File: src/rtl/vcg_pkg.sv
`default_nettype none
package vcg_pkg;

    localparam int unsigned MAX_GLYPHS_DEF = 65536;

    localparam int IDX_W      = 16;
    localparam int SLOT_W     = 18;
    localparam int COORD_W    = 32;
    localparam int SIZE_W     = 31;
    localparam int SQ_W       = 64;
    localparam int ROOT_W     = 32;
    localparam int SREM_W     = 34;
    localparam int NUM_W      = 62;
    localparam int SQRT_STEPS = 32;
    localparam int DIV_STEPS  = 31;

    localparam logic [0:0] CFG_SIZE_FACTOR = 1'b0;
    localparam logic [0:0] CFG_OFFSET_MODE = 1'b1;

    typedef struct packed {
        logic [IDX_W-1:0]                idx;
        logic [2:0][COORD_W-1:0]         pnt;
        logic [2:0]                      sgn;
        logic [2:0][COORD_W-1:0]         mag;
        logic                            deg;
        logic [ROOT_W-1:0]               div;
    } item_t;

    typedef struct packed {
        logic [IDX_W-1:0]                idx;
        logic [2:0][COORD_W-1:0]         pnt;
        logic [2:0][COORD_W-1:0]         ofs;
        logic                            deg;
    } glyph_t;

endpackage
`default_nettype wire

File: src/rtl/vcg_div_cell.sv
`default_nettype none
module vcg_div_cell (
    input  wire logic                         aclk,
    input  wire logic                         en,
    input  wire logic [vcg_pkg::ROOT_W-1:0]   m_in,
    input  wire logic [vcg_pkg::ROOT_W-1:0]   rem_in,
    input  wire logic [vcg_pkg::SIZE_W-1:0]   num_in,
    input  wire logic [vcg_pkg::SIZE_W-1:0]   q_in,
    output logic      [vcg_pkg::ROOT_W-1:0]   rem_reg,
    output logic      [vcg_pkg::SIZE_W-1:0]   num_reg,
    output logic      [vcg_pkg::SIZE_W-1:0]   q_reg
);

    logic [vcg_pkg::ROOT_W:0] t;
    logic [vcg_pkg::ROOT_W:0] dv;
    logic                     ge;

    always_comb begin
        t  = {rem_in, num_in[vcg_pkg::SIZE_W-1]};
        dv = {1'b0, m_in};
        ge = (t >= dv);
    end

    always_ff @(posedge aclk) begin
        if (en) begin
            rem_reg <= ge ? vcg_pkg::ROOT_W'(t - dv) : t[vcg_pkg::ROOT_W-1:0];
            num_reg <= {num_in[vcg_pkg::SIZE_W-2:0], 1'b0};
            q_reg   <= {q_in[vcg_pkg::SIZE_W-2:0], ge};
        end
    end

endmodule
`default_nettype wire

File: config.mk
export PLATFORM = sky130hd
export DESIGN_NAME = vcg_div_cell
export DESIGN_NICKNAME = d
export VERILOG_FILES = /design/src/rtl/vcg_pkg.sv /design/src/rtl/vcg_div_cell.sv
export SDC_FILE = /design/constraint.sdc
export NUM_CORES = 1
export LEC_CHECK = 0
export BUFFER_PORTS_ARGS = -buffer_cell sky130_fd_sc_hd__buf_2
export CAP_MARGIN = 20
export CORE_MARGIN = 10
export CORE_UTILIZATION = 52
export DETAILED_ROUTE_END_ITERATION = 10
export PLACE_DENSITY_LB_ADDON = 0.12
export REMOVE_ABC_BUFFERS = 1
export SETUP_SLACK_MARGIN = 0.5
export SLEW_MARGIN = 15
export SYNTH_ARGS = -nofsm -noshare
export SYNTH_HDL_FRONTEND = slang
export SYNTH_SLANG_ARGS = --single-unit
File: constraint.sdc
create_clock -name aclk -period 9.2 [get_ports aclk]
set_input_delay 2.3 -clock aclk [delete_from_list [all_inputs] [get_ports aclk]]
set_output_delay 2.3 -clock aclk [all_outputs]
set_load 0.005 [all_outputs]
==> flow_metrics.py <==
metrics = {
    "worst_setup_path": {
        "crit_buf_inv": 3,
        "crit_path_end": "rem_reg[7]",
        "worst_ep_required_time_ns": 9.33,
        "crit_path_top_delay_cell": "buf_4",
        "path_depth": 10,
        "path_max_fanout": 41,
        "crit_path_start_kind": "primary input",
        "crit_chain": "buf_2, inv_1, ha_1, and3_1, nand4_1, nor4b_1, a21o_1, o21a_2, buf_4, mux2_4",
        "critical_path_arrival_ns": 5.19,
        "end_kind": "flip-flop",
        "startpoint": "m_in[23]",
        "slowest_delay_ns": 0.49,
        "crit_type": "in2reg",
        "cp_top_family": "simple AND/OR/NAND/NOR gates",
    },
    "grt": {
        "antenna_found_initial": 2,
        "grt_max_degree": 94,
        "grt_pass1_vias": 4096,
        "grt_first_pass_wirelength_um": 21800,
        "grt.overflow.total": 0,
        "grtUsageTotal_pct": 19.3,
    },
    "synth": {
        "synth_seq_cells": 93,
        "synth_edf_count": 93,
        "syn_inst": 454,
        "synthMuxAreaShare_pct": 2.73,
        "synth_flop_cell": "edfxtp_1",
        "async_flop_share_pct": 0,
        "ys_seq_area_share_pct": 54.4,
        "synth_xor_area_share_pct": 4.44,
        "synth_compound_area_share_pct": 14.3,
        "yosys.area_share.simple_pct": 10.2,
        "synthAdderAreaFrac_pct": 8.19,
        "synth.avg_cell_area_um2": 11.3,
        "synth_cell_types": 50,
        "netlist_area_um2": 5130,
        "ys_warn_count": 0,
        "synth_top_family_by_area": "compound AO/OA/AOI/OAI gates",
    },
    "cts": {
        "cts_root_buffer": "clkbuf_8",
        "cts_sinks": 93,
        "cts_setup_buffers": 0,
        "post_cts_resized": 0,
        "clk_path_buf_depth": 2,
        "tritoncts": "yes",
        "postCtsHoldBufs": 0,
        "clkTransAtPathRegs_ns": 0.11,
        "cts_made_buffers": 9,
        "htreeDepth": 3,
    },
    "detailed_routing": {
        "vias": 4185,
        "viasPerCell": 5.19,
        "first_pass_iters": 4,
        "drt_iter0_drc": 278,
        "drt-total-wl_um": 14300,
        "drc": 0,
        "antenna_left": 0,
        "wire_per_inst_um": 17.7,
    },
    "floorplan": {
        "die_w_um": 119,
        "boundaryPins": 222,
        "fp.dieArea_um2": 14200,
        "start_util_pct": 53.0,
        "core_area_um2": 9680,
        "die_y_um": 119,
        "num_rows": 36,
    },
    "sta": {
        "drv_slew": 0,
        "slew_headroom_pct": 50.5,
        "setup_tns_ns": 0,
        "final.min_clock_period_ns": 5.06,
        "setup_ws_ns": 4.14,
        "holdWs_ns": 2.09,
        "setup_viol": 0,
        "hold_violations": 0,
        "fmax_mhz": 198,
        "fin_crit_sh_pct": 55.0,
        "worstMarginPinSlew_ns": 0.741,
        "rsz0062_at_grt": "false",
    },
    "min_path": {
        "hp-class": "in2reg",
    },
    "finish": {
        "drive_gt1_share_pct": 37.4,
        "largest_reg_flops": 32,
        "fin_util_pct": 67.2,
        "area_delta_synth_final_pct": 26.9,
        "final_nets": 829,
    },
    "power_and_ir_drop": {
        "leakage_nw": 2.99,
        "power-per-cell-area_nw_per_um2": 164,
        "ir_drop_mv": 0.0785,
        "total_power_mw": 1.07,
    },
    "placement": {
        "io_buffers": 219,
        "gp_congestion": 0.866,
        "hpwl_um": 11500,
        "post-place-ws_ns": 3.77,
    },
    "flow_run": {
        "cap_viol_max_count": 0,
    },
    "status": {
        "status": "complete, no violations",
    },
}
[metal layers]
| layer | GRT usage (%) | wire length [um] | vias up |
|---|---|---|---|
| met5 | 0 | 13 | - |
| met4 | 4.52 | 129 | 2 |
| met3 | 7.27 | 1290 | 12 |
| met2 | 33.7 | 7160 | 168 |
| met1 | 21.9 | 5670 | 1927 |
| li1 | - | - | 2076 |
[through the flow]
step	instance area (um2)	std cells
2_1_floorplan	5010	436
3_3_place_gp	6290	789
3_5_place_dp	6290	789
4_1_cts	6480	805
5_1_grt	6510	806
6_report	6510	807
[worst min-delay path by stage]
stage                     from           to  slack (ns)  depth (start not counted)
finish                q_in[17]    q_reg[18]        2.09                          1
detailed placement  num_in[22]  num_reg[23]        2.48                          1
CTS                   q_in[17]    q_reg[18]        2.08                          1
global route        num_in[17]  num_reg[18]        2.06                          1
global placement      q_in[13]    q_reg[14]        2.48                          1
floorplan            num_in[9]  num_reg[10]        2.40                          0
[area by class of cell]
cell class | count | area, um2
antenna | 1 | 2.50
clock buffer | 9 | 124
clock inverter | 7 | 70.1
fill | 771 | 3170
inverter | 46 | 173
multi-input combinational | 297 | 2050
sequential | 93 | 2790
tap | 133 | 166
timing repair buffer | 221 | 1130
[Yosys cell counts, types with 2 or more instances]
cell type,count,area [um2]
a2111oi_0,3,26.3
a211oi_1,3,22.5
a21o_1,8,60.1
a21oi_1,54,270
a31o_2,2,17.5
a31oi_1,2,12.5
and2_1,3,18.8
and3_1,2,12.5
buf_2,5,25.0
buf_4,2,15.0
buf_6,5,56.3
clkbuf_1,6,22.5
edfxtp_1,93,2790
ha_1,32,400
inv_1,46,173
mux2_4,8,120
mux2i_1,2,20.0
nand2_1,24,90.1
nand2b_1,7,43.8
nand3_1,8,40.0
nand4_1,8,50.1
nand4b_1,2,17.5
nor2_1,37,139
nor2b_1,2,12.5
nor3_1,3,15.0
nor4b_1,2,17.5
o211ai_1,2,15.0
o21a_1,6,45.0
o21ai_0,17,85.1
o21ai_1,4,20.0
o21bai_1,5,37.5
o31ai_1,7,52.6
or2_2,2,12.5
or3_1,2,12.5
xnor2_1,16,140
xor2_1,10,87.6
[power breakdown]
part | switching, mW | total (mW) | internal, mW
Combinational | 0.144 | 0.269 | 0.125
Sequential | 0.00961 | 0.533 | 0.523
Clock | 0.162 | 0.267 | 0.105
Total | 0.316 | 1.07 | 0.753
[cell families after synthesis]
group           after synthesis
compound gates              120
mux                          10
simple gates                107
fa+ha+maj                    33
flops                        93
other cells                   1
buf+inv                      64
xor+xnor                     26
[layout by cell type, fill, tap and decap left out, drive strengths merged, types with 4 or more instances in the layout]
cell / Yosys / final
o21ai: 21 / 21
mux2: 8 / 8
a2111oi: 4 / 4
edfxtp: 93 / 93
nand2b: 7 / 7
xor2: 10 / 10
xnor2: 16 / 16
o21bai: 5 / 5
clkbuf: 6 / 9
a21oi: 55 / 55
nand4: 8 / 8
nand3: 8 / 8
buf: 12 / 221
nand2: 24 / 24
a21o: 8 / 8
ha: 32 / 32
o31ai: 7 / 7
inv: 46 / 49
o21a: 6 / 6
nor2: 37 / 37
(Power assumes the default switching activity.)
