==> src/rtl/vcg_pkg.sv <==
`default_nettype none
package vcg_pkg;

    localparam int unsigned MAX_GLYPHS_DEF = 65536;

    localparam int IDX_W      = 16;
    localparam int SLOT_W     = 18;
    localparam int COORD_W    = 32;
    localparam int SIZE_W     = 31;
    localparam int SQ_W       = 64;
    localparam int ROOT_W     = 32;
    localparam int SREM_W     = 34;
    localparam int NUM_W      = 62;
    localparam int SQRT_STEPS = 32;
    localparam int DIV_STEPS  = 31;

    localparam logic [0:0] CFG_SIZE_FACTOR = 1'b0;
    localparam logic [0:0] CFG_OFFSET_MODE = 1'b1;

    typedef struct packed {
        logic [IDX_W-1:0]                idx;
        logic [2:0][COORD_W-1:0]         pnt;
        logic [2:0]                      sgn;
        logic [2:0][COORD_W-1:0]         mag;
        logic                            deg;
        logic [ROOT_W-1:0]               div;
    } item_t;

    typedef struct packed {
        logic [IDX_W-1:0]                idx;
        logic [2:0][COORD_W-1:0]         pnt;
        logic [2:0][COORD_W-1:0]         ofs;
        logic                            deg;
    } glyph_t;

endpackage
`default_nettype wire

==> src/rtl/vcg_sqrt_cell.sv <==
`default_nettype none
module vcg_sqrt_cell (
    input  wire logic                         aclk,
    input  wire logic                         en,
    input  wire logic [vcg_pkg::SQ_W-1:0]     x_in,
    input  wire logic [vcg_pkg::SREM_W-1:0]   rem_in,
    input  wire logic [vcg_pkg::ROOT_W-1:0]   root_in,
    output logic      [vcg_pkg::SQ_W-1:0]     x_reg,
    output logic      [vcg_pkg::SREM_W-1:0]   rem_reg,
    output logic      [vcg_pkg::ROOT_W-1:0]   root_reg
);

    localparam int T_W = vcg_pkg::SREM_W + 2;

    logic [T_W-1:0] t;
    logic [T_W-1:0] trial;
    logic           ge;

    always_comb begin
        t     = {rem_in, x_in[vcg_pkg::SQ_W-1 -: 2]};
        trial = {2'b00, root_in, 2'b01};
        ge    = (t >= trial);
    end

    always_ff @(posedge aclk) begin
        if (en) begin
            x_reg    <= {x_in[vcg_pkg::SQ_W-3:0], 2'b00};
            rem_reg  <= ge ? vcg_pkg::SREM_W'(t - trial) : t[vcg_pkg::SREM_W-1:0];
            root_reg <= {root_in[vcg_pkg::ROOT_W-2:0], ge};
        end
    end

endmodule
`default_nettype wire

==> config.mk <==
export PLATFORM = sky130hd
export DESIGN_NAME = vcg_sqrt_cell
export DESIGN_NICKNAME = d
export VERILOG_FILES = /design/src/rtl/vcg_pkg.sv /design/src/rtl/vcg_sqrt_cell.sv
export SDC_FILE = /design/constraint.sdc
export NUM_CORES = 1
export LEC_CHECK = 0
export BUFFER_PORTS_ARGS = -buffer_cell sky130_fd_sc_hd__buf_4
export CAP_MARGIN = 25
export CORE_MARGIN = 3
export CORE_UTILIZATION = 49
export DETAILED_ROUTE_END_ITERATION = 8
export GPL_ROUTABILITY_DRIVEN = 0
export GPL_TIMING_DRIVEN = 0
export MAX_ROUTING_LAYER = met4
export PLACE_DENSITY = 0.81
export SYNTH_ARGS = -nofsm -noshare
export SYNTH_HDL_FRONTEND = slang
export SYNTH_SLANG_ARGS = --single-unit
==> constraint.sdc <==
create_clock -name aclk -period 3.3 [get_ports aclk]
set_input_delay 0.66 -clock aclk [delete_from_list [all_inputs] [get_ports aclk]]
set_output_delay 0.66 -clock aclk [all_outputs]
set_load 0.005 [all_outputs]
==> implementation parameters, run 1 <==
Parameter                              Value

Route
  Starting DRT DRC Count    470
  Routed wire length per instance    21.4 um
  Vias per cell    5.50
  Vias after detailed routing    5,325
  Number of nets with antenna violations after routing    0
  Aggregate routed wire length    20.7 mm
  Residual DRC count    0
  Number of optimization iterations in the first detailed-route pass    5

Logic synthesis
  Dominant register cell in the synthesized netlist    edfxtp_1
  Number of enable-type register cells in the synthesized netlist    between 100 and 150
  Mean area per synthesized cell    12.5 um2
  Flip-flop and latch count after synthesis    ~130
  Cells after Synth    507
  Count of unique library cells instantiated by Yosys    62
  Part of the Yosys area used for sequential elements    60.9%
  Share of flip-flops with an asynchronous set or reset    0%
  Synth warn    0
  Cell area after synthesis    6310 um2

Pwr
  Switching Share    25.0%
  Power density over cell area    557 nW/um2
  Leak pwr    4.06 nW
  Combinational share of power    19.2%
  Clock share of power    roughly two fifths
  VDD IR max    446 uV
  Cell-internal power    3.82 mW
  Power, Total    between 5 and 6 mW
  Power spent charging and discharging nets    1.27 mW
  Share of total power in sequential cells    40.2%

Clock network
  Max clock buf depth    2
  Number of levels in the clock H-tree    4
  Number of buffers added by the clock tree synthesis step    17
  Post-cts sizing count    0
  TritonCTS clock tree    done
  Clock transition at the register clock pins on the worst setup and hold paths after CTS    0.06 ns
  Hold_buf cts    0
  Post-CTS setup buffer count    0
  Clock sinks    128
  Master cell of the clock root buffer    clkbuf_16

Timing
  Setup-failing EPs final    0
  Max Clk Rate    approximately 0.33 GHz
  Minimum period implied by the final worst setup slack    3.00 ns
  Max Slew Vio Count    0
  Headroom to the max-slew limit    58.4%
  Final Hold Violating Endpoints    0
  Total negative setup slack    0 ns
  Final period utilization    90.8%
  Worst Tran Pin Value    0.618 ns
  Unrepaired setup endpoints after global routing    no

Hold path
  Cell depth of the worst min-delay path    1
  Hold Startpoint    x_in[30]
  Hold-critical path endpoint    x_reg[32]$_DFFE_PP_
  Worst Hold Class    in -> reg

Cells and area
  Cell area after layout    9140 um2
  Layout cells sized above 1    40.3%
  Final #Nets    953
  Flip-flop count of the largest register, all copies and words added    62
  Fin cells    968
  Util after Layout    roughly three quarters
  Most frequent cells in the layout    buf_4, edfxtp_1, nand2_1
  Most common library cell in the layout ignoring fill and taps    buf_4
  Post-synthesis to final-layout area growth    44.8%
  Total inserted antenna cells    0

Placement
  HPWL after detailed placement    14.6 mm
  Total cell area at the placement stage    8500 um2
  Count of input and output buffers    around 260
  Cell count after placement    936

Floorplanning
  Overall die height    120 um
  Die area    14,300 um2
  Horiz. Die Dim    120 um
  Number of cell rows    40
  Ports placed on the boundary    around 260
  Starting Density    about half
  Std-Cell Core Area    12,300 um2

Status
  Run status    finished, final reports clean

Setup path
  Type of element launching the critical path    input port
  Maximum net fanout on the critical path    10
  CP Class    in -> reg
  Sort of element at the end of the critical path    flop
  CP arrival    about 3.1 ns
  Required time worst endpoint    3.44 ns

Global routing
  Largest net degree at the start of global routing    76
  Number of global-route vias before repair    5,397
  Wire length of the first global-routing pass    31.5 mm
  GR Overflow Total    0
  Total routing usage reported by global routing    29.9%
  Initial antenna violation count    0

Run
  Number of max-cap violations    0
==> metrics by stage <==
stage / hold WS (ns) / setup WS, ns
floorplan: 0.759 / 0.397
global placement: 0.838 / -0.0736
detailed placement: 0.839 / -0.106
CTS: 0.396 / 0.331
global route: 0.389 / 0.127
finish: 0.409 / 0.305
==> kinds of logic after synthesis <==
logic type	share of synthesized area, %
simple gates	8.88
mux	0.872
flops	60.9
fa+ha+maj	6.74
buf+inv	4.08
other cells	0.0594
xor+xnor	3.74
compound gates	14.8
==> synthesized netlist by cell type (3+ instances only) <==
library cell	number	area [um2]
o21ai_0	41	205
a31oi_1	4	25.0
nor3_1	10	50.1
a21o_1	19	143
edfxtp_1	128	3840
nand3_1	6	30.0
and3_2	3	22.5
inv_1	42	158
xnor2_1	14	123
nor2_1	18	67.6
buf_2	6	30.0
ha_1	34	425
nand4_1	6	37.5
o41ai_2	3	48.8
xor2_1	13	114
and2_1	3	18.8
nand2b_1	5	31.3
nand2_1	58	218
o21a_1	3	22.5
o31ai_1	4	30.0
clkbuf_1	4	15.0
a21oi_1	28	140
o21ai_1	4	20.0
mux2i_1	4	40.0
==> area by class of cell <==
type / instances / area (um2)
Buffer: 16 / 95.1
Clock buffer: 18 / 429
Clock inverter: 14 / 210
Fill cell: 793 / 3170
Inverter: 43 / 163
Multi-Input combinational cell: 321 / 2220
Sequential cell: 128 / 3840
Tap cell: 168 / 210
Timing Repair Buffer: 260 / 1980
==> worst max path at each step <==
stage / from / to / slack, ns
after global routing: rem_in[7] / rem_reg[25]$_DFFE_PP_ / 0.13
after CTS: rem_in[7] / rem_reg[3]$_DFFE_PP_ / 0.33
after global placement: rem_in[7] / rem_reg[3]$_DFFE_PP_ / -0.07
after detailed placement: rem_in[7] / rem_reg[3]$_DFFE_PP_ / -0.11
after floorplan: root_in[9] / rem_reg[27]$_DFFE_PP_ / 0.40
final: rem_in[7] / rem_reg[3]$_DFFE_PP_ / 0.30
==> critical path: stages <==
cell and delay (ns):
buf_4 0.12, ha_1 0.27, buf_2 0.16, a21o_1 0.22
o41ai_2 0.33, o211ai_1 0.29, a211oi_1 0.31, o21a_1 0.17
buf_6 0.14, buf_2 0.26, o21ai_0 0.19
==> power by group through the flow <==
stage | Combinational, mW | Clock [mW] | Sequential [mW]
global route | 1.05 | 2.16 | 2.06
global placement | 0.915 | 0 | 2.07
floorplan | 0.397 | 0 | 2.09
CTS | 0.974 | 2.09 | 2.05
finish | 0.978 | 2.07 | 2.05
detailed placement | 0.953 | 0 | 2.08
==> layer usage <==
| metal | vias up | part of all wire [%] | track usage [%] |
|---|---|---|---|
| li1 | 2433 | - | - |
| met1 | 2527 | 36 | 31.6 |
| met2 | 319 | 50 | 49.9 |
| met3 | 46 | 11 | 12.6 |
| met4 | 0 | 3.0 | 11.5 |
| met5 | - | 0 | - |
Power figures use the tool's default switching activity.
==> run 2: changes to the inputs <==
- CORE_UTILIZATION: 49 -> 35
- PLACE_DENSITY: 0.81 -> default
==> implementation parameters, run 2 (synthesis results as in run 1) <==
Parameter                              Value

Hold path
  Hold Startpoint    x_in[59]
  Worst Hold Class    in -> reg

Clock network
  TritonCTS clock tree    done
  Number of buffers added by the clock tree synthesis step    17
  Clock sinks    128
  Post-CTS setup buffer count    0
  Post-cts sizing count    0
  Max clock buf depth    2
  Hold_buf cts    0
  Master cell of the clock root buffer    clkbuf_16
  Number of levels in the clock H-tree    4
  Clock transition at the register clock pins on the worst setup and hold paths after CTS    0.06 ns

Cells and area
  Final #Nets    953
  Flip-flop count of the largest register, all copies and words added    62
  Layout cells sized above 1    40.6%
  Most frequent cells in the layout    buf_4, edfxtp_1, nand2_1
  Util after Layout    ~53%
  Most common library cell in the layout ignoring fill and taps    buf_4
  Post-synthesis to final-layout area growth    45.5%
  Total inserted antenna cells    0

Placement
  HPWL after detailed placement    approximately 14 mm
  Worst Setup Slack post-DPL    -0.144 ns
  Count of input and output buffers    259

Pwr
  Switching Share    between 20% and 30%
  VDD IR max    between 300 and 400 uV
  Power density over cell area    537 nW/um2
  Power spent charging and discharging nets    between 1 and 1.5 mW
  Leak pwr    4.04 nW
  Cell-internal power    3.68 mW
  Share of total power in sequential cells    41.2%
  Combinational share of power    19.2%
  Clock share of power    39.6%

Timing
  Final period utilization    92.3%
  Setup ws final    0.254 ns
  Minimum period implied by the final worst setup slack    3.05 ns
  Max Clk Rate    about 0.33 GHz
  Final Hold Violating Endpoints    0
  Max Slew Vio Count    0
  Unrepaired setup endpoints after global routing    no
  Total negative setup slack    0 ns
  Headroom to the max-slew limit    between 50% and 60%
  Worst Tran Pin Value    0.732 ns
  Setup-failing EPs final    0

Setup path
  Biggest cell delay along the critical path    around 0.35 ns
  Top cell by count, worst path    buf_2
  CP arrival    3.20 ns
  Maximum net fanout on the critical path    10
  Critical Path Start    rem_in[7]
  Type of element launching the critical path    input port
  Critical path's slowest cell    o41ai_2
  Crit-path cells    buf_4, ha_1, buf_2, a21o_1, o41ai_2, o211ai_1, a211oi_1, o21a_1, buf_6, buf_2, o21ai_0
  CP Class    in -> reg
  Sort of element at the end of the critical path    flop
  Required time worst endpoint    ~3.5 ns

Global routing
  Wire length of the first global-routing pass    between 20 and 30 mm
  GR Overflow Total    0
  Total routing usage reported by global routing    18.8%
  Initial antenna violation count    0
  Largest net degree at the start of global routing    86
  Number of global-route vias before repair    5,030

Floorplanning
  Number of cell rows    48
  Horiz. Die Dim    140 um
  Std-Cell Core Area    approximately 17,000 um2
  Die area    19,700 um2
  Overall die height    140 um
  Starting Density    36.1%
  Ports placed on the boundary    262

Route
  Routed wire length per instance    between 15 and 20 um
  Vias after detailed routing    roughly 5,000
  Number of nets with antenna violations after routing    0
  Number of optimization iterations in the first detailed-route pass    5
  Vias per cell    approximately 4.9
  Starting DRT DRC Count    338
  Residual DRC count    0
  Aggregate routed wire length    18.2 mm

Status
  Run status    finished, final reports clean

Run
  Number of max-cap violations    0
-- run 2: changes by cell type in the layout (fill, tap and decap cells not counted), sizes merged --
cell | before | now
clkinv | 7 | 4
clkinvlp | 0 | 3
bufinv | 5 | 3
inv | 45 | 47
-- run 2: final timing paths --
check	to	slack [ns]	cells after the start
min	x_reg[61]$_DFFE_PP_	0.42	1
max	rem_reg[20]$_DFFE_PP_	0.25	11
-- run 2: area by class of cell --
type / count / area, um2
clock inverter: 14 / 181
tap: 225 / 282
timing repair buffer: 260 / 1980
buffer: 16 / 95.1
sequential: 128 / 3840
clock buffer: 18 / 429
inverter: 43 / 163
fill: 1550 / 8290
multi-input combinational: 321 / 2220
-- run 2: power groups by stage --
stage               combinational (mW)  clock [mW]  sequential [mW]
floorplan                        0.397           0             2.09
global placement                 0.934           0             2.07
detailed placement               0.951           0             2.07
CTS                              0.957        2.00             2.04
global route                      1.04        2.08             2.05
finish                           0.945        1.95             2.03
-- run 2: stage by stage --
| stage | cell area, um2 | hold WS, ns | cells | total power, mW |
|---|---|---|---|---|
| after global placement | 8540 | 0.839 | 992 | 3.00 |
| after floorplan | 6320 | 0.759 | 508 | 2.49 |
| after global routing | 9190 | 0.391 | 1025 | 5.17 |
| after CTS | 9190 | 0.394 | 1025 | 4.99 |
| final | 9190 | 0.417 | 1025 | 4.93 |
| after detailed placement | 8580 | 0.839 | 993 | 3.02 |
-- run 2: critical path, delay by kind of cell --
| kind | cells | cell delay [ns] |
|---|---|---|
| compound gates | 6 | 1.56 |
| fa+ha+maj | 1 | 0.27 |
| buf+inv | 4 | 0.70 |
-- run 2: metal layers --
| layer | GRT usage [%] | vias to the layer above | wire length, um |
|---|---|---|---|
| met3 | 6.56 | 15 | 1640 |
| met2 | 29.8 | 200 | 8840 |
| li1 | - | 2429 | - |
| met1 | 22.7 | 2366 | 7510 |
| met4 | 5.61 | 0 | 244 |
| met5 | - | - | 0 |
