[config.mk]
export PLATFORM = sky130hd
export DESIGN_NAME = vcg_emit
export DESIGN_NICKNAME = d
export VERILOG_FILES = /design/src/rtl/vcg_pkg.sv /design/src/rtl/vcg_emit.sv
export SDC_FILE = /design/constraint.sdc
export NUM_CORES = 1
export LEC_CHECK = 0
export BUFFER_PORTS_ARGS = -buffer_cell sky130_fd_sc_hd__buf_4
export CORE_MARGIN = 1
export CORE_UTILIZATION = 55
export DETAILED_ROUTE_END_ITERATION = 10
export GPL_ROUTABILITY_DRIVEN = 0
export GPL_TIMING_DRIVEN = 0
export PLACE_DENSITY = 0.77
export SYNTH_ARGS = -nofsm -noshare
export SYNTH_HDL_FRONTEND = slang
export SYNTH_SLANG_ARGS = --single-unit
export TNS_END_PERCENT = 30
[constraint.sdc]
create_clock -name aclk -period 15.9 [get_ports aclk]
set_input_delay 1.59 -clock aclk [delete_from_list [all_inputs] [get_ports aclk]]
set_output_delay 1.59 -clock aclk [all_outputs]
set_load 0.05 [all_outputs]
[src/rtl/vcg_pkg.sv]
`default_nettype none
package vcg_pkg;

    localparam int unsigned MAX_GLYPHS_DEF = 65536;

    localparam int IDX_W      = 16;
    localparam int SLOT_W     = 18;
    localparam int COORD_W    = 32;
    localparam int SIZE_W     = 31;
    localparam int SQ_W       = 64;
    localparam int ROOT_W     = 32;
    localparam int SREM_W     = 34;
    localparam int NUM_W      = 62;
    localparam int SQRT_STEPS = 32;
    localparam int DIV_STEPS  = 31;

    localparam logic [0:0] CFG_SIZE_FACTOR = 1'b0;
    localparam logic [0:0] CFG_OFFSET_MODE = 1'b1;

    typedef struct packed {
        logic [IDX_W-1:0]                idx;
        logic [2:0][COORD_W-1:0]         pnt;
        logic [2:0]                      sgn;
        logic [2:0][COORD_W-1:0]         mag;
        logic                            deg;
        logic [ROOT_W-1:0]               div;
    } item_t;

    typedef struct packed {
        logic [IDX_W-1:0]                idx;
        logic [2:0][COORD_W-1:0]         pnt;
        logic [2:0][COORD_W-1:0]         ofs;
        logic                            deg;
    } glyph_t;

endpackage
`default_nettype wire

[src/rtl/vcg_emit.sv]
`default_nettype none
module vcg_emit (
    input  wire logic                          aclk,
    input  wire logic                          aresetn,
    input  wire logic                          in_valid,
    input  wire vcg_pkg::glyph_t               in_glyph,
    input  wire logic [vcg_pkg::SIZE_W-1:0]    size_factor,
    input  wire logic                          offset_mode,
    output logic                               load,
    output logic                               m_valid,
    input  wire logic                          m_ready,
    output logic [vcg_pkg::SLOT_W-1:0]         m_vertex_slot,
    output logic signed [vcg_pkg::COORD_W-1:0] m_vertex_x,
    output logic signed [vcg_pkg::COORD_W-1:0] m_vertex_y,
    output logic signed [vcg_pkg::COORD_W-1:0] m_vertex_z,
    output logic [vcg_pkg::SIZE_W-1:0]         m_vertex_radius,
    output logic                               m_last_vertex
);

    localparam int S_W = vcg_pkg::COORD_W + 2;

    vcg_pkg::glyph_t g_reg;
    logic            vld_reg;
    logic [1:0]      k_reg;

    logic [2:0][vcg_pkg::COORD_W-1:0] vtx;

    always_comb begin
        load = !vld_reg || (m_ready && k_reg == 2'd3);
    end

    always_ff @(posedge aclk) begin
        if (!aresetn) begin
            vld_reg <= 1'b0;
            k_reg   <= 2'd0;
        end else if (load) begin
            vld_reg <= in_valid;
            k_reg   <= 2'd0;
        end else if (m_ready) begin
            k_reg   <= k_reg + 2'd1;
        end
    end

    always_ff @(posedge aclk) begin
        if (load) begin
            g_reg <= in_glyph;
        end
    end

    always_comb begin
        logic signed [S_W-1:0] p;
        logic signed [S_W-1:0] o;
        logic signed [S_W-1:0] term;
        logic signed [S_W-1:0] s;
        for (int c = 0; c < 3; c++) begin
            p = S_W'($signed(g_reg.pnt[c]));
            o = S_W'($signed(g_reg.ofs[c]));
            term = '0;
            if (!offset_mode) begin
                unique case (k_reg)
                    2'd0:    term = o;
                    2'd3:    term = -o;
                    default: term = '0;
                endcase
            end else begin
                unique case (k_reg)
                    2'd0:    term = '0;
                    2'd3:    term = -(o <<< 1);
                    default: term = -o;
                endcase
            end
            s = g_reg.deg ? p : p + term;
            if (s > S_W'(32'sh7FFF_FFFF)) begin
                vtx[c] = 32'h7FFF_FFFF;
            end else if (s < -S_W'(35'sh8000_0000)) begin
                vtx[c] = 32'h8000_0000;
            end else begin
                vtx[c] = s[vcg_pkg::COORD_W-1:0];
            end
        end
    end

    always_comb begin
        m_valid       = vld_reg;
        m_vertex_slot = {g_reg.idx, k_reg};
        m_vertex_x    = $signed(vtx[0]);
        m_vertex_y    = $signed(vtx[1]);
        m_vertex_z    = $signed(vtx[2]);
        m_last_vertex = (k_reg == 2'd3);
        if (g_reg.deg) begin
            m_vertex_radius = '0;
        end else begin
            unique case (k_reg)
                2'd2:    m_vertex_radius = size_factor >> 2;
                2'd3:    m_vertex_radius = '0;
                default: m_vertex_radius = size_factor >> 3;
            endcase
        end
    end

endmodule
`default_nettype wire

==> results.cfg, run 1 <==
[outcome]
status = finished clean

[final_layout]
drive_gt1_frac = 0.184
area_growth_pct = 23.9
largest_register_ffs = 193
final_cell_area_um2 = 22600
finalNonFillerCells = 2991
nFillCells = 2621
nNetsFinal = 2883

[synthesis]
ys_seq_area_frac = 0.348
synth_top_family_by_area = compound AO/OA/AOI/OAI gates
avgSynthCellArea_um2 = 8.63
synthXorXnorAreaFrac = 0.0883
synthMuxAreaShare = 0.0276
synthAdderAreaFrac = 0.0754
synth_edf_count = 209
ys.flop_type = edfxtp_1
yosys.area_share.simple = 0.148
syn_area_um2 = 18200
yosys_warnings = 0
synthArstFlopShare = 0
synth_compound_area_frac = 0.265
synth-seq-cells = 212
syn_inst = 2113
yosysUniqueCellTypes = 80

[pwr]
clkPwrFrac = 0.249
sw_frac_of_total = 0.427
p_seq_frac = 0.287
power.total_mw = 2.45
p_per_area_nw_per_um2 = 109
p_comb_frac = 0.464
leakage_nw = 9.06
vdd_drop_max_uv = 105
intPower_mw = 1.40
p_sw_mw = 1.05

[critical_path]
critPathSlowestCell = a211oi_1
path_class = input pin to primary output
crit_path_cell_trace = buf_4 -> inv_1 -> clkbuf_1 -> clkbuf_1 -> clkbuf_1 -> a21oi_1 -> ha_1 -> o211ai_1 -> o21ai_0 -> o21ai_0 -> o21ai_1 -> a21oi_1 -> o21ai_0 -> xor2_1 -> xor2_1 -> a211oi_1 -> clkbuf_1 -> o21ai_0 -> buf_4
endpoint_kind = primary output
cpPeakStageDelay_ps = 950
worst-path-max-fanout = 10
cp.required_ps = 14310
ff2ff_path_depth = 6
cp-start-kind = input pin
crit_arrival_ps = 8260

[clock_tree]
root_buffer = clkbuf_16
clk_latency_ps = 560
cts_tree = built
htree_levels = 1
clk_pin_slew_ps = 60
clock-sinks = 212
clk_path_buf_depth = 3
post-cts-setup-buffer-count = 0
cts_resized = 0
numCtsBuffers = 25
cts_hold_buf = 0

[grt]
met2_usage = 0.583
overflow = 0
grt_use_met3 = 0.0923
top_usage_layer = met2
grt_pass1_wl_um = 97300
met1_usage = 0.465
grt_pass1_vias = 17900
antenna_found_initial = 1
grt_max_degree = 122
grt_usage = 0.372

[drt]
drtAntennaViolNets = 0
wl_um = 65200
drt_iter0_markers = 2415
wl_per_cell_um = 21.8
vias = 19400
remaining_drc_errors = 0
drtPass1Iterations = 6
viasPerCell = 6.50

[floorplanning]
num_rows = 66
pin_count = 393
initial_utilization = 0.560
coreArea_um2 = 32500
dieArea_um2 = 33900
fp.dieW_um = 184
die_h_um = 184

[placement]
placed_area_um2 = 21700
port-buffer-count = 388
placedCellCount = 2945
dp_hpwl_um = 49200

[sta]
finalHoldViolCount = 0
period_needed_ps = 9850
period_share = 0.620
finClkSkew_ps = 13.3
rsz0062_at_grt = no
tightestPinTransition_ps = 1280
fmax_mhz = 101
holdWs_ps = 579
setup_viol = 0
slew_violations = 0
relSlewSlack = 0.146
fin_setup_tns_ps = 0

[min_path]
hold_depth = 2
hp-class = register to register

[run]
drv_cap = 0
-- cells by family after synthesis --
kind of cell | count (synthesis)
compound gates | 766
simple gates | 584
flops | 212
buf+inv | 209
xor+xnor | 183
fa+ha+maj | 108
mux | 50
other cells | 1
-- layer usage --
layer | vias up | part of all wire
met4 | 0 | 0.063
met3 | 278 | 0.13
li1 | 8833 | -
met2 | 1408 | 0.44
met1 | 8923 | 0.37
met5 | - | 0
-- power groups by stage --
stage                     Sequential (mW)  Clock [mW]  Combinational [mW]
final                               0.704       0.611                1.14
after global routing                0.707       0.631                1.21
after CTS                           0.702       0.612                1.12
after detailed placement            0.712           0                1.12
after global placement              0.720           0                1.10
after floorplan                     0.704           0               0.785
-- critical path: cells and delay by family --
| kind | cells | cell delay (ps) |
|---|---|---|
| xor gates and xnor gates | 2 | 370 |
| AOI/OAI and AO/OA | 9 | 3260 |
| adders and majority gates | 1 | 410 |
| buffers and inverters | 7 | 2600 |
-- through the flow --
stage          utilization  setup WS, ps
2_1_floorplan            -          7590
3_3_place_gp         0.667          5920
3_5_place_dp         0.668          6370
4_1_cts              0.694          6360
5_1_grt              0.694          5900
6_report             0.694          6050
-- layout by cell type, fill, tap and decap left out, drive strengths merged, types with 15 or more instances in the layout --
master and count:
a21oi 211, nor2 247, nand3 25, xor2 74, nand2 117, edfxtp 209, a221oi 77, ha 105
a22oi 54, a21o 37, xnor2 109, o211ai 15, a31oi 27, nand2b 21, inv 49, nor4 24
nor3 59, a211oi 27, buf 421, mux2i 48, clkbuf 157, o21ai 217
-- cell type report --
| cell class | instances | area (µm²) | area share |
|---|---|---|---|
| plain buffers | 160 | 688 | 0.0305 |
| clock buffers | 29 | 641 | 0.0284 |
| diodes | 1 | 2.50 | 0.000111 |
| well taps | 442 | 553 | 0.0245 |
| repair buffers | 389 | 2940 | 0.130 |
| flip-flops and latches | 212 | 6340 | 0.281 |
| inverters | 49 | 191 | 0.00848 |
| clock inverters | 16 | 206 | 0.00914 |
| multi-input cells | 1693 | 11000 | 0.488 |
-- worst paths after layout --
kind                         startpoint  slack [ps]                         end
setup / recovery            offset_mode        6050               m_vertex_x[4]
hold / removal    k_reg[1]$_SDFFE_PP0P_         580       k_reg[1]$_SDFFE_PP0P_
setup reg to reg  k_reg[1]$_SDFFE_PP0P_       12650  m_vertex_slot[6]$_DFFE_PP_
hold reg to reg   k_reg[1]$_SDFFE_PP0P_         580       k_reg[1]$_SDFFE_PP0P_
-- synth_stat cells (9+ instances only) --
cell      number  area share
o21a_1         9      0.0037
buf_4         21      0.0086
a21o_1        37       0.015
o211ai_1      15      0.0062
nand2b_1      21      0.0072
o21ai_0      216       0.059
nand2_1      117       0.024
a22oi_1       54       0.022
edfxtp_1     209        0.34
or3_1         12      0.0041
xnor2_1      108       0.052
and2_1         9      0.0031
nor4_1        23      0.0079
nor2b_1       12      0.0041
nand4_1       14      0.0048
a21oi_1      211       0.058
ha_1         105       0.072
clkbuf_1     124       0.026
xor2_1        74       0.036
inv_1         47      0.0097
a221oi_1      77       0.037
and3_1        14      0.0048
nor2_1       247       0.051
a211oi_1      26       0.011
mux2i_1       48       0.026
o21bai_1      13      0.0054
a32oi_1       12      0.0058
nor3_1        59       0.016
nand3_1       25      0.0069
a31oi_1       27      0.0093
No activity file was read; power rests on OpenSTA's default activity.
==> inputs of run 2 (changes only) <==
==> constraint.sdc (replaced) <==
create_clock -name aclk -period 9.5 [get_ports aclk]
set_input_delay 0.95 -clock aclk [delete_from_list [all_inputs] [get_ports aclk]]
set_output_delay 0.95 -clock aclk [all_outputs]
set_load 0.05 [all_outputs]
==> run 2 against run 1 <==
Net effect:
- first-iteration DRC count decreased by 2.0%
- die area unchanged
- critical endpoint unchanged
- clock skew increased by 2.1 ps
- global-route usage is essentially flat
- combinational power rose by 68%
- routed wire length up 0.22%
- total power grew 67%
==> results.cfg, run 2 (same netlist as run 1, synthesis figures left out) <==
[outcome]
status = finished clean

[critical_path]
cp.required_ps = 8550
critical_path.top_delay_family = compound AO/OA/AOI/OAI gates
crit_path_cell_trace = inv_1 -> ha_1 -> buf_2 -> clkinv_1 -> nand2_1 -> nor2_1 -> clkbuf_1 -> a32oi_1 -> o21ai_0 -> ha_1 -> o211ai_1 -> o21ai_0 -> o21ai_0 -> o21ai_1 -> a21oi_1 -> o21ai_0 -> xor2_1 -> xor2_1 -> a211oi_1 -> clkbuf_1 -> o21ai_0 -> buf_4
cp-start-kind = register
crit_arrival_ps = 7820
worst-path-max-fanout = 10
path_class = register to primary output
path_buf_inv = 6
cp_common_cell = o21ai_0
critPathSlowestCell = a211oi_1
cpPeakStageDelay_ps = 930
endpoint_kind = primary output

[final_layout]
final_util = 0.694
largest_register_ffs = 193
drive_gt1_frac = 0.184
final_common_cell = buf_4
multi_input_area_um2 = 11000
final_cell_area_um2 = 22600
nFillCells = 2621
area_growth_pct = 23.9
nNetsFinal = 2883
final_cell_mix = buf_4 (409), nor2_1 (247), o21ai_0 (216)
seq_area_um2 = 6340

[grt]
overflow = 0
grt_max_degree = 122
grt_pass1_vias = 17900
grt_usage = 0.372
grt_pass1_wl_um = 97300
antenna_found_initial = 1

[pwr]
leakage_nw = 9.06
vdd_drop_max_uv = 177
p_per_area_nw_per_um2 = 182

[sta]
relSlewSlack = 0.158
period_needed_ps = 8770
slew_violations = 0
finalHoldViolCount = 0
finClkSkew_ps = 15.4
tightestPinTransition_ps = 1260
fin_setup_tns_ps = 0
holdWs_ps = 561
setup_viol = 0
rsz0062_at_grt = no
period_share = 0.923
fmax_mhz = 114

[floorplanning]
die_h_um = 184
pin_count = 393
fp.dieW_um = 184
num_rows = 66
dieArea_um2 = 33900
coreArea_um2 = 32500
initial_utilization = 0.560

[placement]
port-buffer-count = 388
dp_hpwl_um = 49200
placed_area_um2 = 21700

[drt]
drtPass1Iterations = 6
wl_um = 65400
wl_met2_um = 28500
viasPerCell = 6.52
wl_met3_um = 8390
maxUsedRoutingLayer = met4
drt_iter0_markers = 2366
remaining_drc_errors = 0
vias = 19500
wl_per_cell_um = 21.9
drtAntennaViolNets = 0
wl_met1_um = 24200

[clock_tree]
cts_resized = 0
clk_latency_ps = 560
htree_levels = 1
cts_tree = built
cts_hold_buf = 0
numCtsBuffers = 25
clock-sinks = 212
clk_pin_slew_ps = 60
clk_path_buf_depth = 3
root_buffer = clkbuf_16
post-cts-setup-buffer-count = 0

[run]
drv_cap = 0

[min_path]
hp-class = input pin to register
-- run 2: cell counts in the layout (fill, tap and decap cells not counted) --
Identical to the previous run, type by type.
-- run 2: area by class of cell --
class,instances,share of cell area
Clock buffer,29,0.0284
Inverter,49,0.00848
Antenna cell,1,0.000111
Timing Repair Buffer,389,0.130
Sequential cell,212,0.281
Tap cell,442,0.0245
Buffer,160,0.0305
Clock inverter,16,0.00914
Multi-Input combinational cell,1693,0.488
-- run 2: worst paths after layout --
check,startpoint,end,slack (ps),cells after the start
min,in_glyph[19],g_reg[19]$_DFFE_PP_,560,1
max,k_reg[0]$_SDFFE_PP0P_,m_vertex_x[4],730,22
min reg2reg,k_reg[1]$_SDFFE_PP0P_,k_reg[1]$_SDFFE_PP0P_,580,2
max reg2reg,k_reg[1]$_SDFFE_PP0P_,m_vertex_slot[4]$_DFFE_PP_,6250,6
-- run 2: routing by layer --
| metal | up-vias | GRT usage |
|---|---|---|
| li1 | 8832 | - |
| met1 | 8933 | 0.466 |
| met2 | 1411 | 0.582 |
| met3 | 335 | 0.0919 |
| met4 | 0 | 0.214 |
| met5 | - | 0 |
-- run 2: stage by stage --
| step | instances | total power [mW] | setup slack (ps) |
|---|---|---|---|
| after detailed placement | 2945 | 3.06 | 1250 |
| after floorplan | 2114 | 2.49 | 1830 |
| after global placement | 2944 | 3.04 | 516 |
| after CTS | 2990 | 4.08 | 868 |
| final | 2991 | 4.11 | 728 |
| after global routing | 2991 | 4.26 | 217 |
-- run 2: report_power, final --
part	internal (mW)	switching, mW	leakage, nW
clock	0.616	0.407	0.406
combinational	0.625	1.28	6.53
sequential	1.11	0.0669	2.13
total	2.35	1.76	9.06
==> inputs of run 3 (changes only) <==
==> constraint.sdc (replaced) <==
create_clock -name aclk -period 9.5 [get_ports aclk]
set_input_delay 2.375 -clock aclk [delete_from_list [all_inputs] [get_ports aclk]]
set_output_delay 2.375 -clock aclk [all_outputs]
set_load 0.05 [all_outputs]
==> run 3 against run 2 <==
Net effect:
- largest cell class unchanged
- final area rose by 1.8%
- global-route usage up 0.13 points
- die area unchanged
- first-iteration DRC count is 3.1% higher
- flip-flop and latch count is the same
- sequential power is essentially flat
- clock-buffer cell count shrank 2
- largest power group unchanged
- via count shrank 0.19%
- critical path depth down 1
- clock skew is 5.0 ps lower
- routed wire length is 0.48% higher
- highest routed layer is now met5
==> results.cfg, run 3 (same netlist as run 1, synthesis figures left out) <==
[critical_path]
critPathSlowestCell = fa_1
endpoint_kind = primary output
path_class = input pin to primary output
path_buf_inv = 7
cp_common_cell = buf_4
critical_path.top_delay_family = compound AO/OA/AOI/OAI gates
crit_path_cell_trace = buf_4 -> inv_1 -> buf_4 -> clkbuf_8 -> o211ai_1 -> a21oi_2 -> ha_2 -> inv_1 -> fa_1 -> nand2b_1 -> a211oi_4 -> nor2_1 -> o21ai_2 -> a41oi_2 -> o221ai_1 -> a21oi_1 -> xor2_1 -> o211a_2 -> buf_2 -> o21ai_0 -> buf_4
crit_arrival_ps = 7080
cp-start-kind = input pin
cp.required_ps = 7130
worst-path-max-fanout = 10
cpPeakStageDelay_ps = 400

[sta]
period_needed_ps = 9450
relSlewSlack = 0.129
finalHoldViolCount = 0
tightestPinTransition_ps = 1310
setup_viol = 0
finClkSkew_ps = 10.4
period_share = 0.995
rsz0062_at_grt = yes
slew_violations = 0
fmax_mhz = 106

[floorplanning]
pin_count = 393
die_h_um = 184
num_rows = 66
dieArea_um2 = 33900
initial_utilization = 0.560
coreArea_um2 = 32500
fp.dieW_um = 184

[final_layout]
drive_gt1_frac = 0.218
finalNonFillerCells = 2999
nFillCells = 2624
nNetsFinal = 2889
area_growth_pct = 26.1
final_cell_area_um2 = 23000
final_common_cell = buf_4
final_cell_mix = buf_4 (415), nor2_1 (244), edfxtp_1 (209)
largest_register_ffs = 193

[drt]
viasPerCell = 6.49
remaining_drc_errors = 0
wl_um = 65700
vias = 19500
wl_per_cell_um = 21.9
drtAntennaViolNets = 0
drt_iter0_markers = 2440
drtPass1Iterations = 8

[grt]
grt_max_degree = 136
overflow = 0
grt_usage = 0.373
grt_pass1_wl_um = 98000
antenna_found_initial = 3
grt_pass1_vias = 18100

[clock_tree]
htree_levels = 1
root_buffer = clkbuf_16
cts_hold_buf = 0
clk_latency_ps = 560
clock-sinks = 212
clk_pin_slew_ps = 60
numCtsBuffers = 25
cts_tree = built
clk_path_buf_depth = 3

[pwr]
clkPwrFrac = 0.255
leakage_nw = 9.28
power.total_mw = 4.20
p_seq_frac = 0.281
vdd_drop_max_uv = 218
intPower_mw = 2.44
p_per_area_nw_per_um2 = 183
sw_frac_of_total = 0.420
p_sw_mw = 1.77
p_comb_frac = 0.464

[placement]
dp_hpwl_um = 49500
port-buffer-count = 388
placedCellCount = 2945
placed_area_um2 = 21700

[run]
drv_cap = 0

[min_path]
hp-class = register to register

[outcome]
status = finished clean
==> run 3: changes by cell type in the layout (fill, tap and decap cells not counted), moves of 7 or more <==
cell and delta:
clkbuf_1 -40, o21ai_0 -24, clkbuf_2 +23, o21ai_1 +18, a21oi_1 -7, a21oi_2 +7
==> run 3: worst reg2reg max path: stages (launching register included) <==
cell and delay (ps):
dfxtp_1 410, ha_1 480, clkbuf_1 520, nand2_1 100, and2_1 250, inv_8 380
buf_16 430
==> run 3: repair_timing <==
item	CTS	global route
setup endpoints to repair	95	93
resized for setup	41	96
setup buffers	2	9
pin swaps	3	12
==> run 3: layout make-up <==
type                    instances  area (µm²)  share of cell area
diodes                          2        5.00            0.000218
plain buffers                 155         734              0.0319
clock buffers                  27         633              0.0275
clock inverters                19         275              0.0120
inverters                      49         191             0.00832
multi-input cells            1693       11200               0.487
flip-flops and latches        212        6340               0.276
well taps                     442         553              0.0240
repair buffers                400        3060               0.133
==> run 3: final timing paths <==
| kind | from | endpoint | slack (ps) | depth (start not counted) |
|---|---|---|---|---|
| worst min-delay path | k_reg[1]$_SDFFE_PP0P_ | k_reg[1]$_SDFFE_PP0P_ | 580 | 2 |
| worst max-delay path | offset_mode | m_vertex_y[7] | 50 | 21 |
| worst min register to register | k_reg[1]$_SDFFE_PP0P_ | k_reg[1]$_SDFFE_PP0P_ | 580 | 2 |
| worst max register to register | k_reg[1]$_SDFFE_PP0P_ | g_reg[131]$_DFFE_PP_ | 6240 | 6 |
==> run 3: stage by stage <==
step / hold WS [ps] / utilization / setup slack [ps] / setup TNS (ps)
after floorplan: 775 / - / -116 / -3480
after CTS: 586 / 0.699 / 23.0 / 0
final: 579 / 0.707 / 46.4 / 0
after global placement: 551 / 0.667 / -2080 / -102950
after detailed placement: 578 / 0.668 / -1680 / -110280
after global routing: 606 / 0.707 / -51.2 / -704
==> run 3: per-layer routing <==
metal / GRT usage / part of all wire
met5: 0 / 0.00026
met4: 0.193 / 0.053
met3: 0.104 / 0.13
met2: 0.595 / 0.44
met1: 0.459 / 0.37
==> run 3: power by group through the flow <==
| stage | clock, mW | sequential [mW] | combinational, mW |
|---|---|---|---|
| finish | 1.07 | 1.18 | 1.95 |
| global route | 1.11 | 1.18 | 2.07 |
| CTS | 1.08 | 1.18 | 1.89 |
| detailed placement | 0 | 1.19 | 1.87 |
| global placement | 0 | 1.21 | 1.84 |
| floorplan | 0 | 1.18 | 1.31 |
